**src/hw/rtl/avt_pkg.sv**
```systemverilog
`default_nettype none
// ----------------------------------------------------------------------------
// Vertex transform package
// Shared types, register indexes, mode and axis codes, and the saturation
// helper used by the vertex transform block.
// ----------------------------------------------------------------------------
package avt_pkg;

   localparam int AVT_FRAC_BITS = 16;
   localparam int NUM_AXES      = 3;

   localparam int COORD_W  = 32;
   localparam int OFFSET_W = COORD_W + 1;
   localparam int SINE_W   = 18;
   localparam int SUM_W    = 67;
   localparam int CSR_IDX_W  = 3;
   localparam int CSR_DATA_W = 32;

   typedef enum logic [1:0] {
      MODE_TRANSLATE = 2'd0,
      MODE_SCALE     = 2'd1,
      MODE_ROTATE    = 2'd2,
      MODE_RESERVED  = 2'd3
   } mode_type;

   typedef enum logic [1:0] {
      AXIS_X    = 2'd0,
      AXIS_Y    = 2'd1,
      AXIS_Z    = 2'd2,
      AXIS_NONE = 2'd3
   } axis_type;

   typedef enum logic [CSR_IDX_W-1:0] {
      CSR_MODE     = 3'd0,
      CSR_AXIS     = 3'd1,
      CSR_CENTER_X = 3'd2,
      CSR_CENTER_Y = 3'd3,
      CSR_CENTER_Z = 3'd4,
      CSR_COEFF    = 3'd5,
      CSR_SINE     = 3'd6
   } csr_index_type;

   localparam axis_type LANE_AXIS [NUM_AXES] = '{AXIS_X, AXIS_Y, AXIS_Z};

   typedef struct packed {
      mode_type                   mode;
      axis_type                   axis;
      logic signed [COORD_W-1:0]  center_x;
      logic signed [COORD_W-1:0]  center_y;
      logic signed [COORD_W-1:0]  center_z;
      logic signed [COORD_W-1:0]  coeff_main;
      logic signed [SINE_W-1:0]   coeff_sine;
   } cfg_type;

   // Clamp a wide signed sum to the coordinate range.
   function automatic logic signed [COORD_W-1:0] sat_coord(
      input logic signed [SUM_W-1:0] value
   );
      logic [SUM_W-COORD_W:0] head_bits;
      head_bits = value[SUM_W-1:COORD_W-1];
      if ((&head_bits) || (~|head_bits)) begin
         return value[COORD_W-1:0];
      end else if (value[SUM_W-1]) begin
         return {1'b1, {(COORD_W-1){1'b0}}};
      end else begin
         return {1'b0, {(COORD_W-1){1'b1}}};
      end
   endfunction

endpackage
`default_nettype wire

```
**src/hw/rtl/avt_ifs.sv**
```systemverilog
`default_nettype none


interface avt_csr_if;
   import avt_pkg::*;
   logic                  valid;
   logic                  ready;
   logic [CSR_IDX_W-1:0]  index;
   logic [CSR_DATA_W-1:0] data;

   modport source (output valid, output index, output data, input ready);
   modport sink   (input valid, input index, input data, output ready);
endinterface
`default_nettype wire

```
**src/hw/rtl/avt_regs.sv**
```systemverilog
`default_nettype none
// ----------------------------------------------------------------------------
// Vertex transform registers
// Holds mode, axis, centre and coefficient registers written over the
// register channel.
// ----------------------------------------------------------------------------
module avt_regs #(
   parameter int FRAC_BITS = avt_pkg::AVT_FRAC_BITS
) (
   input  wire logic      clock,
   input  wire logic      reset,
   avt_csr_if.sink        csr,
   output avt_pkg::cfg_type cfg
);
   import avt_pkg::*;

   cfg_type cfg_ff;
   cfg_type cfg_in;

   assign csr.ready = 1'b1;
   assign cfg = cfg_ff;

   always_comb begin
      cfg_in = cfg_ff;
      if (csr.valid) begin
         case (csr.index)
            CSR_MODE:     cfg_in.mode       = mode_type'(csr.data[1:0]);
            CSR_AXIS:     cfg_in.axis       = axis_type'(csr.data[1:0]);
            CSR_CENTER_X: cfg_in.center_x   = csr.data;
            CSR_CENTER_Y: cfg_in.center_y   = csr.data;
            CSR_CENTER_Z: cfg_in.center_z   = csr.data;
            CSR_COEFF:    cfg_in.coeff_main = csr.data;
            CSR_SINE:     cfg_in.coeff_sine = csr.data[SINE_W-1:0];
            default:      cfg_in = cfg_ff;
         endcase
      end
   end

   always_ff @(posedge clock) begin
      if (reset) begin
         cfg_ff.mode       <= MODE_TRANSLATE;
         cfg_ff.axis       <= AXIS_NONE;
         cfg_ff.center_x   <= '0;
         cfg_ff.center_y   <= '0;
         cfg_ff.center_z   <= '0;
         cfg_ff.coeff_main <= COORD_W'(1) << FRAC_BITS;
         cfg_ff.coeff_sine <= '0;
      end else begin
         cfg_ff <= cfg_in;
      end
   end

endmodule
`default_nettype wire

```
**src/flat_wrapper.sv**
```systemverilog
// flat-port wrapper written by rule: the top's interface ports become plain ports
module avt_regs_flat import avt_pkg::*;
#(
   parameter int FRAC_BITS = avt_pkg::AVT_FRAC_BITS
)
  (clock, reset, cfg, csr_valid, csr_index, csr_data, csr_ready);
  avt_csr_if csr_i ();
  input  wire logic clock;
  input  wire logic reset;
  output avt_pkg::cfg_type cfg;
  input wire logic [$bits(csr_i.valid)-1:0] csr_valid;
  input wire logic [$bits(csr_i.index)-1:0] csr_index;
  input wire logic [$bits(csr_i.data)-1:0] csr_data;
  output wire logic [$bits(csr_i.ready)-1:0] csr_ready;
  assign csr_i.valid = csr_valid;
  assign csr_i.index = csr_index;
  assign csr_i.data = csr_data;
  assign csr_ready = csr_i.ready;
  avt_regs #(.FRAC_BITS(FRAC_BITS)) u_core (.clock(clock), .reset(reset), .csr(csr_i), .cfg(cfg));
endmodule
```
**config.mk**
```make
export PLATFORM = sky130hd
export DESIGN_NAME = avt_regs_flat
export DESIGN_NICKNAME = d
export VERILOG_FILES = /design/src/hw/rtl/avt_pkg.sv /design/src/hw/rtl/avt_ifs.sv /design/src/hw/rtl/avt_regs.sv /design/src/flat_wrapper.sv
export SDC_FILE = /design/constraint.sdc
export NUM_CORES = 1
export LEC_CHECK = 0
export BUFFER_PORTS_ARGS = -buffer_cell sky130_fd_sc_hd__clkbuf_2
export CAP_MARGIN = 0
export CORE_ASPECT_RATIO = 1.25
export CORE_MARGIN = 1
export CORE_UTILIZATION = 55
export DETAILED_ROUTE_END_ITERATION = 6
export GPL_TIMING_DRIVEN = 0
export PLACE_DENSITY_LB_ADDON = 0.1
export RECOVER_POWER = 50
export SYNTH_ARGS = -nofsm -noshare
export SYNTH_HDL_FRONTEND = slang
export SYNTH_SLANG_ARGS = --single-unit
```
**constraint.sdc**
```tcl
create_clock -name clock -period 2.4 [get_ports clock]
set_input_delay 0.48 -clock clock [delete_from_list [all_inputs] [get_ports clock]]
set_output_delay 0.48 -clock clock [all_outputs]
set_load 0.05 [all_outputs]
```
### Word level (Yosys, flattened, before mapping)

Index checks and enable logic that the tools add are counted.

* flip-flop bits (word level): 150
* output and inout port bits: 151

* equal/unequal tests: 6
* reduce and logical (&&, ||, !) cells: 8

Operators with widths (count)
* AND reduction 2 bit: 7
* equality test 3 bit, second input constant: 3
* equality test 3 x 2 -> 1 bit, second input constant: 2
* equality test 3 x 1 -> 1 bit, second input constant: 1
* logical NOT 3 bit: 1

### Logic depth before layout (Yosys ltp)

Gate-level depths: netlist of the first run.

* word-level depth: 2
* mapped depth: 5

### Least setup slack after synthesis of the first run

OpenSTA, ideal clock, no wires.

* path kind: input-to-reg
* start: input csr_index[1]
* end: register u_core.cfg_ff (netlist bit u_core.cfg[29])
* setup time: 0.072 ns
* data arrival time: 1.355 ns
* path slack: 0.973 ns
* cell stages on the path: 5
* buffers on the path: 3
* cell sequence: buf_4 -> and4b_1 -> buf_6 -> buf_8 -> mux2i_1

* word-level cells in the longest chain between the ends: 2

Ends and longest elaborated chain
* from (decl): line flat_wrapper.sv:12 `input wire logic [$bits(csr_i.index)-1:0] csr_index;`
* equality test 3 bit: line avt_regs.sv:26 `case (csr.index)`
* AND reduction 2 bit (no source line)
* to (signal assigned): line avt_regs.sv:49 `cfg_ff <= cfg_in;`
* to (decl): line avt_regs.sv:17 `cfg_type cfg_ff;`

Every way passes these cells.
A chain may end at the register's enable or synchronous reset.

### Worst setup path after layout of the first run

* start: register u_core.cfg_ff (netlist bit u_core.cfg[80])
* end: output cfg[80] (netlist bit)

RTL lines
* to (decl): line flat_wrapper.sv:10 `output avt_pkg::cfg_type cfg;`

No word-level cell between the ends.

==> reports/qor.csv, run 1 <==
stage,metric,value,unit
setup_path,worst-path fanout max,2,
setup_path,Critical Path RT,1920,ps
timing,Fin Hold WS,358,ps
clock_network,root buf cell,clkbuf_16,
power,Logic pwr share,9.7,%
setup_path,FF-to-FF path depth,2,
layout,final net count,775,
timing,final setup fails,0,
layout,area grow syn2layout,27.9,%
power,NetSw,1430,uW
placement,HPWL Detailed,10700,um
layout,area of the multi-input gates,2770,sq um
placement,cell area after placement,7110,sq um
logic_synthesis,Yosys top cell area share,49.8,%
global_routing,first-pass GRT wire length,23100,um
layout,register area,3000,sq um
logic_synthesis,Synth Flop Type,dfxtp_1,
logic_synthesis,most used standard cell by instance count after synthesis,nand2b_1,
layout,number of diodes,0,
timing,TNS Setup,0,ps
clock_network,clock sinks,150,
power,Clock power frac,46.3,%
logic_synthesis,syn avg cell area,11.3,sq um
placement,Placer Congestion,0.785,
layout,fin cells,882,
logic_synthesis,Synth Instances,536,
die,Die H,119,um
global_routing,largest net degree at the start of global routing,17,
timing,Final Skew,0,ps
die,CORE AREA,10600,sq um
timing,final worst path period share,63.8,%
hold_path,hold crit path type,primary input to flop,
timing,Max Slew Vio Count,0,
timing,Slew HR,65.4,%
clock_network,"CTS clk-pin slew, worst paths",60,ps
route,Post-route DRC,0,
logic_synthesis,number of distinct library cells after synthesis,16,
layout,number of flip-flops in the largest register,150,
timing,Hold Fails Final Rpt,0,
die,full die area,11400,sq um
hold_path,hold path cells,3,
setup_path,CP Class,flop to output pin,
clock_network,post-cts sizing count,0,
placement,I/O Buffers,182,
setup_path,Bufs and invs on worst path,1,
route,DR WL/cell,16.9,um
global_routing,GRT overflow,0,
clock_network,cts hold-fix bufs,0,
global_routing,initial antenna violation count,0,
setup_path,"Largest delay share family, worst path",flip-flops,
power,PD cells,758,nW/um^2
timing,slew at the pin closest to its max-slew limit,519,ps
route,DR iter-0 viols,136,
logic_synthesis,cell taking the most area after synthesis,dfxtp_1,
die,Initial Utilization,56.9,%
setup_path,CP max stage delay,350,ps
power,Max VDD drop,466,uV
global_routing,total track usage,27.1,%
clock_network,H-tree depth,4,
setup_path,CP Capture Type,output pin,
setup_path,Slowest cell on crit path,dfxtp_1,
setup_path,Setup crit start kind,flop,
power,Pleak,0.00397,uW
timing,Final min period,1530,ps
clock_network,clock latency on the worst-skew pair,410,ps
logic_synthesis,commonest cells in the netlist,"179 x nand2b_1, 150 x dfxtp_1, 150 x mux2i_1",
die,Die X,95.7,um
clock_network,clk buf depth,2,
layout,share of layout cells above drive strength 1,31.6,%
layout,# fillers,830,
logic_synthesis,"Async S/R FF share, synth",0,%
logic_synthesis,"EDFF count, synth",0,
power,Seq pwr share,44.0,%
clock_network,CTS tree,done,
logic_synthesis,synth warn,0,
setup_path,crit path DAT,1050,ps
logic_synthesis,synth top area cells,"dfxtp_1 50%, mux2i_1 25%, nand2b_1 19%",
power,P_int,4420,uW
die,IO Count,189,
die,Cell Rows,42,
route,Via density,5.05,
placement,DP Cell Count,850,
logic_synthesis,post-synthesis sequential area ratio,49.8,%
route,routed wire length,14900,um
logic_synthesis,#FFs+latches synth,150,
setup_path,CP Cell Sequence,clkbuf_2,
timing,Max Clk Rate,0.653,GHz
outcome,status,finished clean,
route,vias,4453,
power,Final Total Pwr,5850,uW
logic_synthesis,Syn Nets,574,
route,first drt pass iteration count,4,
logic_synthesis,synthesized area,6040,sq um
clock_network,postcts setup bufs,0,
global_routing,vias in the first global route,4479,
layout,post-route cell area,7720,sq um
route,Routed Antenna Nets,0,
power,switch share,24.5,%
run,max cap viols,0,
timing,unrepaired setup endpoints after global routing,no,
setup_path,CP Depth,1,
clock_network,TritonCTS Buffers,17,
-- kinds of logic after synthesis --
| group | after synthesis | share of synthesized area, % |
|---|---|---|
| DFF | 150 | 49.8 |
| other | 1 | 0.0621 |
| muxes | 150 | 24.9 |
| and+or+nand+nor | 194 | 21.0 |
| buffers and inverters | 41 | 4.31 |
-- metrics by stage --
stage	util, %	worst slack [ps]
after floorplan	-	973
after global placement	67.0	796
after detailed placement	67.0	739
after CTS	72.7	844
after global routing	72.7	817
final	72.7	868
-- layer usage --
| layer | GRT usage (%) | vias up | routed length (um) |
|---|---|---|---|
| met5 | 0 | - | 0 |
| met4 | 8.86 | 0 | 166 |
| met3 | 7.54 | 11 | 847 |
| met2 | 48.3 | 130 | 7910 |
| met1 | 30.5 | 2136 | 5990 |
| li1 | - | 2176 | - |
-- cell type report --
class	instances	share of cell area (%)
flip-flops and latches	150	38.9
clock inverters	12	1.96
multi-input cells	345	35.9
clock buffers	20	5.92
repair buffers	182	11.8
well taps	132	2.14
plain buffers	41	3.36
-- worst min-delay path, stage by stage --
cell,delay (ps)
clkbuf_2,100
nor2_1,40
mux2i_1,110
-- final timing paths --
path / slack [ps] / to / start
worst max-delay path: 870 / cfg[80] / u_core.cfg[80]
worst min-delay path: 360 / u_core.cfg[146] / csr_data[0]
worst max register to register: 1740 / u_core.cfg[142] / u_core.cfg[142]
worst min register to register: 470 / u_core.cfg[133] / u_core.cfg[133]
-- power groups by stage --
| stage | registers, uW | logic (uW) | clock network [uW] |
|---|---|---|---|
| floorplan | 2820 | 224 | 0 |
| global placement | 2630 | 557 | 0 |
| detailed placement | 2630 | 567 | 0 |
| CTS | 2580 | 571 | 2740 |
| global route | 2580 | 596 | 2860 |
| finish | 2580 | 565 | 2710 |
-- cell usage in the layout (no fill, tap or decap), types with 3 or more instances in the layout --
cell / netlist / routed
clkbuf_2: 0 / 182
nand2b_1: 179 / 179
mux2i_1: 150 / 150
dfxtp_1: 150 / 150
clkbuf_1: 20 / 22
clkbuf_16: 0 / 17
buf_6: 8 / 8
nor2_1: 6 / 6
buf_2: 7 / 6
buf_4: 4 / 4
clkinv_2: 0 / 4
bufinv_16: 0 / 3
Note: power is estimated with default switching activity, not from simulation.
==> inputs of run 2 (changes only) <==
CORE_UTILIZATION = 46   (was 55)
clock period = 1.3 ns   (was 2.4 ns; I/O delays follow)
==> run 2 against run 1 <==
Effect of this change:
- power is 84% higher
- hold slack worse by 210 ps
- sequential share of layout area shrank 1.8 points
- highest routed layer unchanged
- sequential power is 84% higher
- count of clock-buffer cells in the layout unchanged
- combinational power increased by 93%
- non-clock buffer count did not move
- core utilization fell by 9.1 points
- via count down 0.49%
- clock skew is the same
- die area grew 19%
==> reports/qor.csv, run 2 (synthesized netlist as in run 1, its figures left out) <==
stage,metric,value,unit
outcome,status,finished clean,
route,DR iter-0 viols,116,
setup_path,Bufs and invs on worst path,1,
route,Post-route DRC,0,
timing,Max Slew Vio Count,0,
route,top sig layer,met4,
layout,register area,3000,sq um
timing,TNS Setup,0,ps
setup_path,Slowest cell on crit path,dfxtp_1,
global_routing,total track usage,22.8,%
timing,Hold Fails Final Rpt,0,
placement,DP Cell Count,886,
setup_path,FF-to-FF path depth,2,
die,Cell Rows,46,
global_routing,vias in the first global route,4434,
hold_path,Hold Path Origin,csr_data[16],
die,Die X,104,um
global_routing,initial antenna violation count,0,
clock_network,clock latency on the worst-skew pair,410,ps
power,NetSw,2590,uW
timing,Final Skew,0,ps
timing,final setup fails,0,
setup_path,"Largest delay share family, worst path",flip-flops,
clock_network,CTS tree,done,
global_routing,GRT overflow,0,
setup_path,Setup crit start kind,flop,
setup_path,CP Class,flop to output pin,
route,met1 wire length,6490,um
layout,"commonest non-fill, non-tap cells in the layout","179 x nand2b_1, 150 x mux2i_1, 150 x dfxtp_1",
placement,I/O Buffers,182,
power,Pleak,0.00400,uW
clock_network,"CTS clk-pin slew, worst paths",50,ps
clock_network,TritonCTS Buffers,17,
power,switch share,24.1,%
die,CORE AREA,12700,sq um
clock_network,clk buf depth,2,
power,Seq pwr share,44.2,%
setup_path,CP Capture Type,output pin,
die,full die area,13600,sq um
timing,final worst path period share,99.4,%
route,DR WL met2,7670,um
die,Die H,130,um
hold_path,Hold Path End,u_core.cfg[34],
power,Clock power frac,45.6,%
layout,share of layout cells above drive strength 1,31.3,%
route,Via density,4.84,
setup_path,CP Cell Sequence,clkbuf_4,
die,IO Count,189,
timing,slew at the pin closest to its max-slew limit,687,ps
die,Initial Utilization,47.5,%
run,max cap viols,0,
setup_path,worst-path fanout max,2,
global_routing,largest net degree at the start of global routing,17,
hold_path,hold path cells,3,
clock_network,H-tree depth,4,
power,PD cells,1330,nW/um^2
setup_path,Critical Path RT,1040,ps
setup_path,crit path DAT,1030,ps
global_routing,first-pass GRT wire length,23600,um
setup_path,r2r startpoint,u_core.cfg[109],
timing,unrepaired setup endpoints after global routing,no,
timing,Slew HR,54.2,%
layout,final net count,775,
power,Logic pwr share,10.2,%
route,WL met3,993,um
route,vias,4431,
setup_path,CP Depth,1,
clock_network,cts hold-fix bufs,0,
power,Final Total Pwr,10800,uW
timing,Final min period,1290,ps
route,Routed Antenna Nets,0,
layout,number of flip-flops in the largest register,150,
layout,"most common cell after layout, fill and taps aside",nand2b_1,
placement,HPWL Detailed,11000,um
clock_network,clock sinks,150,
timing,Max Clk Rate,0.774,GHz
clock_network,postcts setup bufs,0,
layout,number of diodes,0,
setup_path,CP max stage delay,360,ps
setup_path,Worst R2R End,u_core.cfg[109],
layout,# fillers,1061,
clock_network,root buf cell,clkbuf_16,
power,P_int,8160,uW
placement,Placer Congestion,0.771,
power,Max VDD drop,780,uV
route,routed wire length,15400,um
hold_path,hold crit path type,primary input to flop,
route,first drt pass iteration count,4,
route,DR WL/cell,16.8,um
layout,area of the multi-input gates,2770,sq um
layout,fin cells,915,
setup_path,R2R Setup Slk,670,ps
layout,area grow syn2layout,34.0,%
[run 2: power by group through the flow]
stage / Sequential, uW / Clock, uW / Combinational (uW)
CTS: 4750 / 5000 / 1100
finish: 4760 / 4910 / 1090
global placement: 4850 / 0 / 1040
detailed placement: 4850 / 0 / 1050
global route: 4760 / 5190 / 1150
floorplan: 5200 / 0 / 414
[run 2: area by class of cell]
class	instances	share of cell area (%)
sequential	150	37.1
multi-input combinational	345	34.3
timing repair buffer	182	15.6
clock buffer	20	5.65
buffer	41	3.20
tap	168	2.60
clock inverter	9	1.59
[run 2: what timing repair did]
| action | CTS | global route |
|---|---|---|
| endpoints found under the setup margin | 121 | 34 |
| pin swaps | 0 | 0 |
| gates resized for setup | 121 | 52 |
[run 2: per-stage QoR]
stage	hold slack [ps]	area, sq um	setup slack (ps)	utilization (%)
2_1_floorplan	427	6040	93.1	-
3_3_place_gp	459	7160	-216	56.3
3_5_place_dp	461	7160	-158	56.3
4_1_cts	126	8050	0.357	63.2
5_1_grt	152	8090	0.602	63.6
6_report	143	8090	8.26	63.6
[run 2: layer usage]
layer | track usage [%] | vias up
li1 | - | 2171
met5 | 0 | -
met2 | 39.5 | 135
met4 | 8.99 | 0
met3 | 7.34 | 18
met1 | 26.3 | 2107
[run 2: worst max-delay path by stage]
stage,from,endpoint,slack (ps)
after floorplan,csr_index[1],u_core.cfg[29],90
after global placement,reset,u_core.cfg[20],-220
after detailed placement,reset,u_core.cfg[80],-160
after CTS,u_core.cfg[141],cfg[141],0.4
after global routing,u_core.cfg[130],cfg[130],0.6
final,u_core.cfg[11],cfg[11],8
==> inputs of run 3 (changes only) <==
ABC_AREA = 1   (was not set)
CORE_UTILIZATION = 45   (was 46)
==> run 3 against run 2 <==
Effect of this change:
- register-to-register slack about the same
- clock skew did not move
- hold slack lost 67 ps
- clock power fell by 2%
- area after synthesis decreased by 1.2%
- sequential share of layout area rose by 0.32 points
- power rose by 5.5%
- final area fell by 0.87%
- via count up 38%
- count of clock-buffer cells in the layout is the same
- final cell count rose by 37%
==> reports/qor.csv, run 3 <==
stage,metric,value,unit
setup_path,Setup crit start kind,flop,
power,PD cells,1420,nW/um^2
setup_path,crit path DAT,1020,ps
route,DR WL/cell,14.7,um
global_routing,vias in the first global route,5404,
global_routing,first-pass GRT wire length,28100,um
die,full die area,13700,sq um
timing,Hold Fails Final Rpt,0,
setup_path,Worst R2R End,u_core.cfg[98],
power,Pleak,0.00384,uW
timing,Max Slew Vio Count,0,
power,Max VDD drop,711,uV
timing,Slew HR,57.5,%
setup_path,R2R Setup Slk,680,ps
logic_synthesis,Post-Synth Simple-Gate Area,42.2,%
logic_synthesis,synthesized area,5960,sq um
outcome,status,finished clean,
route,DR iter-0 viols,254,
die,Cell Rows,46,
logic_synthesis,adder-cell area share of the yosys netlist,0,%
timing,Max Clk Rate,0.782,GHz
logic_synthesis,most used standard cell by instance count after synthesis,nor2_1,
logic_synthesis,Synth Flop Type,dfxtp_1,
placement,I/O Buffers,187,
logic_synthesis,commonest cells in the netlist,"297 x nor2_1, 156 x nand2_1, 152 x nand3_1",
placement,Placer Congestion,0.868,
route,Via density,4.90,
logic_synthesis,#FFs+latches synth,150,
setup_path,CP Class,flop to output pin,
setup_path,CP Launch Point,u_core.cfg[128],
logic_synthesis,xor/xnor share of the synthesized area,0,%
logic_synthesis,Compound-Gate Fraction of Synth Area,0.0839,%
layout,number of flip-flops in the largest register,150,
logic_synthesis,Synth Instances,863,
layout,"commonest non-fill, non-tap cells in the layout","298 x nor2_1, 156 x nand2_1, 152 x nand3_1",
logic_synthesis,synth top area cells,"dfxtp_1 50%, nor2_1 19%, nand3_1 13%",
logic_synthesis,post-synthesis mux area share,0,%
setup_path,CP Capture Type,output pin,
timing,Fin Hold WS,76.3,ps
global_routing,total track usage,27.0,%
die,Initial Utilization,46.5,%
layout,share of layout cells above drive strength 1,24.2,%
logic_synthesis,Yosys top cell area share,50.3,%
logic_synthesis,syn avg cell area,6.91,sq um
route,vias,6125,
route,Routed Antenna Nets,0,
setup_path,worst-path fanout max,2,
global_routing,initial antenna violation count,0,
logic_synthesis,cell taking the most area after synthesis,dfxtp_1,
layout,area grow syn2layout,34.4,%
timing,final setup fails,0,
layout,final net count,1107,
clock_network,root buf cell,clkbuf_16,
setup_path,CP Cell Sequence,clkbuf_4,
clock_network,H-tree depth,4,
setup_path,crit path capture,cfg[128],
setup_path,Critical Path RT,1040,ps
timing,slew at the pin closest to its max-slew limit,636,ps
timing,Final min period,1280,ps
die,Die H,131,um
clock_network,postcts setup bufs,0,
layout,number of diodes,0,
placement,pre-CTS worst setup slack,-246,ps
route,first drt pass iteration count,4,
clock_network,CTS tree,done,
setup_path,CP Depth,1,
setup_path,CP max stage delay,360,ps
clock_network,clock latency on the worst-skew pair,420,ps
layout,fin util,62.5,%
logic_synthesis,main combinational cell family by area after synthesis,simple AND/OR/NAND/NOR gates,
timing,worst setup margin,21.7,ps
global_routing,largest net degree at the start of global routing,17,
logic_synthesis,"EDFF count, synth",0,
global_routing,GRT overflow,0,
layout,"most common cell after layout, fill and taps aside",nor2_1,
timing,final worst path period share,98.3,%
logic_synthesis,synth warn,0,
logic_synthesis,post-synthesis sequential area ratio,50.3,%
route,routed wire length,18300,um
timing,Final Skew,0,ps
clock_network,TritonCTS Buffers,17,
setup_path,"Largest delay share family, worst path",flip-flops,
run,max cap viols,0,
clock_network,clk buf depth,2,
setup_path,r2r startpoint,u_core.cfg[98],
route,Post-route DRC,0,
logic_synthesis,Syn Nets,901,
setup_path,Slowest cell on crit path,dfxtp_1,
logic_synthesis,number of distinct library cells after synthesis,16,
die,CORE AREA,12800,sq um
placement,HPWL Detailed,13500,um
die,Die X,105,um
die,IO Count,189,
setup_path,FF-to-FF path depth,2,
setup_path,Bufs and invs on worst path,1,
clock_network,clock sinks,150,
logic_synthesis,"Async S/R FF share, synth",0,%
hold_path,hold crit path type,primary input to flop,
clock_network,"CTS clk-pin slew, worst paths",60,ps
## run 3: worst min-delay path by stage
stage	slack (ps)	from	cells past startpoint	endpoint
floorplan	390	csr_data[16]	2	u_core.cfg[34]
global placement	460	u_core.cfg[22]	2	u_core.cfg[22]
detailed placement	470	u_core.cfg[34]	2	u_core.cfg[34]
CTS	70	csr_data[16]	3	u_core.cfg[34]
global route	110	csr_data[16]	3	u_core.cfg[34]
finish	80	csr_data[16]	3	u_core.cfg[34]
## run 3: repair_timing
| item | CTS | global route |
|---|---|---|
| cloned | 0 | 0 |
| hold buffers | 0 | 0 |
| setup endpoints to repair | 99 | 69 |
| gates resized for setup | 99 | 104 |
## run 3: layer usage
| layer | up-vias | global-route usage, % | routed length (um) |
|---|---|---|---|
| li1 | 3095 | - | - |
| met1 | 2754 | 31.1 | 7370 |
| met2 | 226 | 45.0 | 8740 |
| met3 | 50 | 6.89 | 1240 |
| met4 | 0 | 17.4 | 977 |
| met5 | - | 0 | 0 |
## run 3: area by class of cell
cell class	count	area, sq um
multi-input cells	615	2520
well taps	168	210
clock buffers	20	467
fillers	1284	4820
clock inverters	12	118
repair buffers	187	1270
inverters	39	146
flip-flops and latches	150	3000
plain buffers	59	284
## run 3: logic make-up after synthesis
kind of cell	after synthesis
other cells	1
buf+inv	98
compound gates	1
simple gates	613
flops	150
## run 3: report_power, final
part	internal, uW	leakage [uW]	total (uW)	switching, uW
clock network	2810	0.000276	4820	2010
registers	4760	0.00122	4850	87.1
logic	452	0.00235	1690	1230
total	8020	0.00384	11400	3330
## run 3: stage by stage
stage | TNS (ps) | instance area [sq um] | power [uW] | instances
floorplan | 0 | 5960 | 6110 | 863
global placement | -16320 | 7110 | 6550 | 1218
detailed placement | -19190 | 7110 | 6560 | 1218
CTS | 0 | 7940 | 11400 | 1250
global route | -7.06 | 8020 | 11800 | 1250
finish | 0 | 8020 | 11400 | 1250
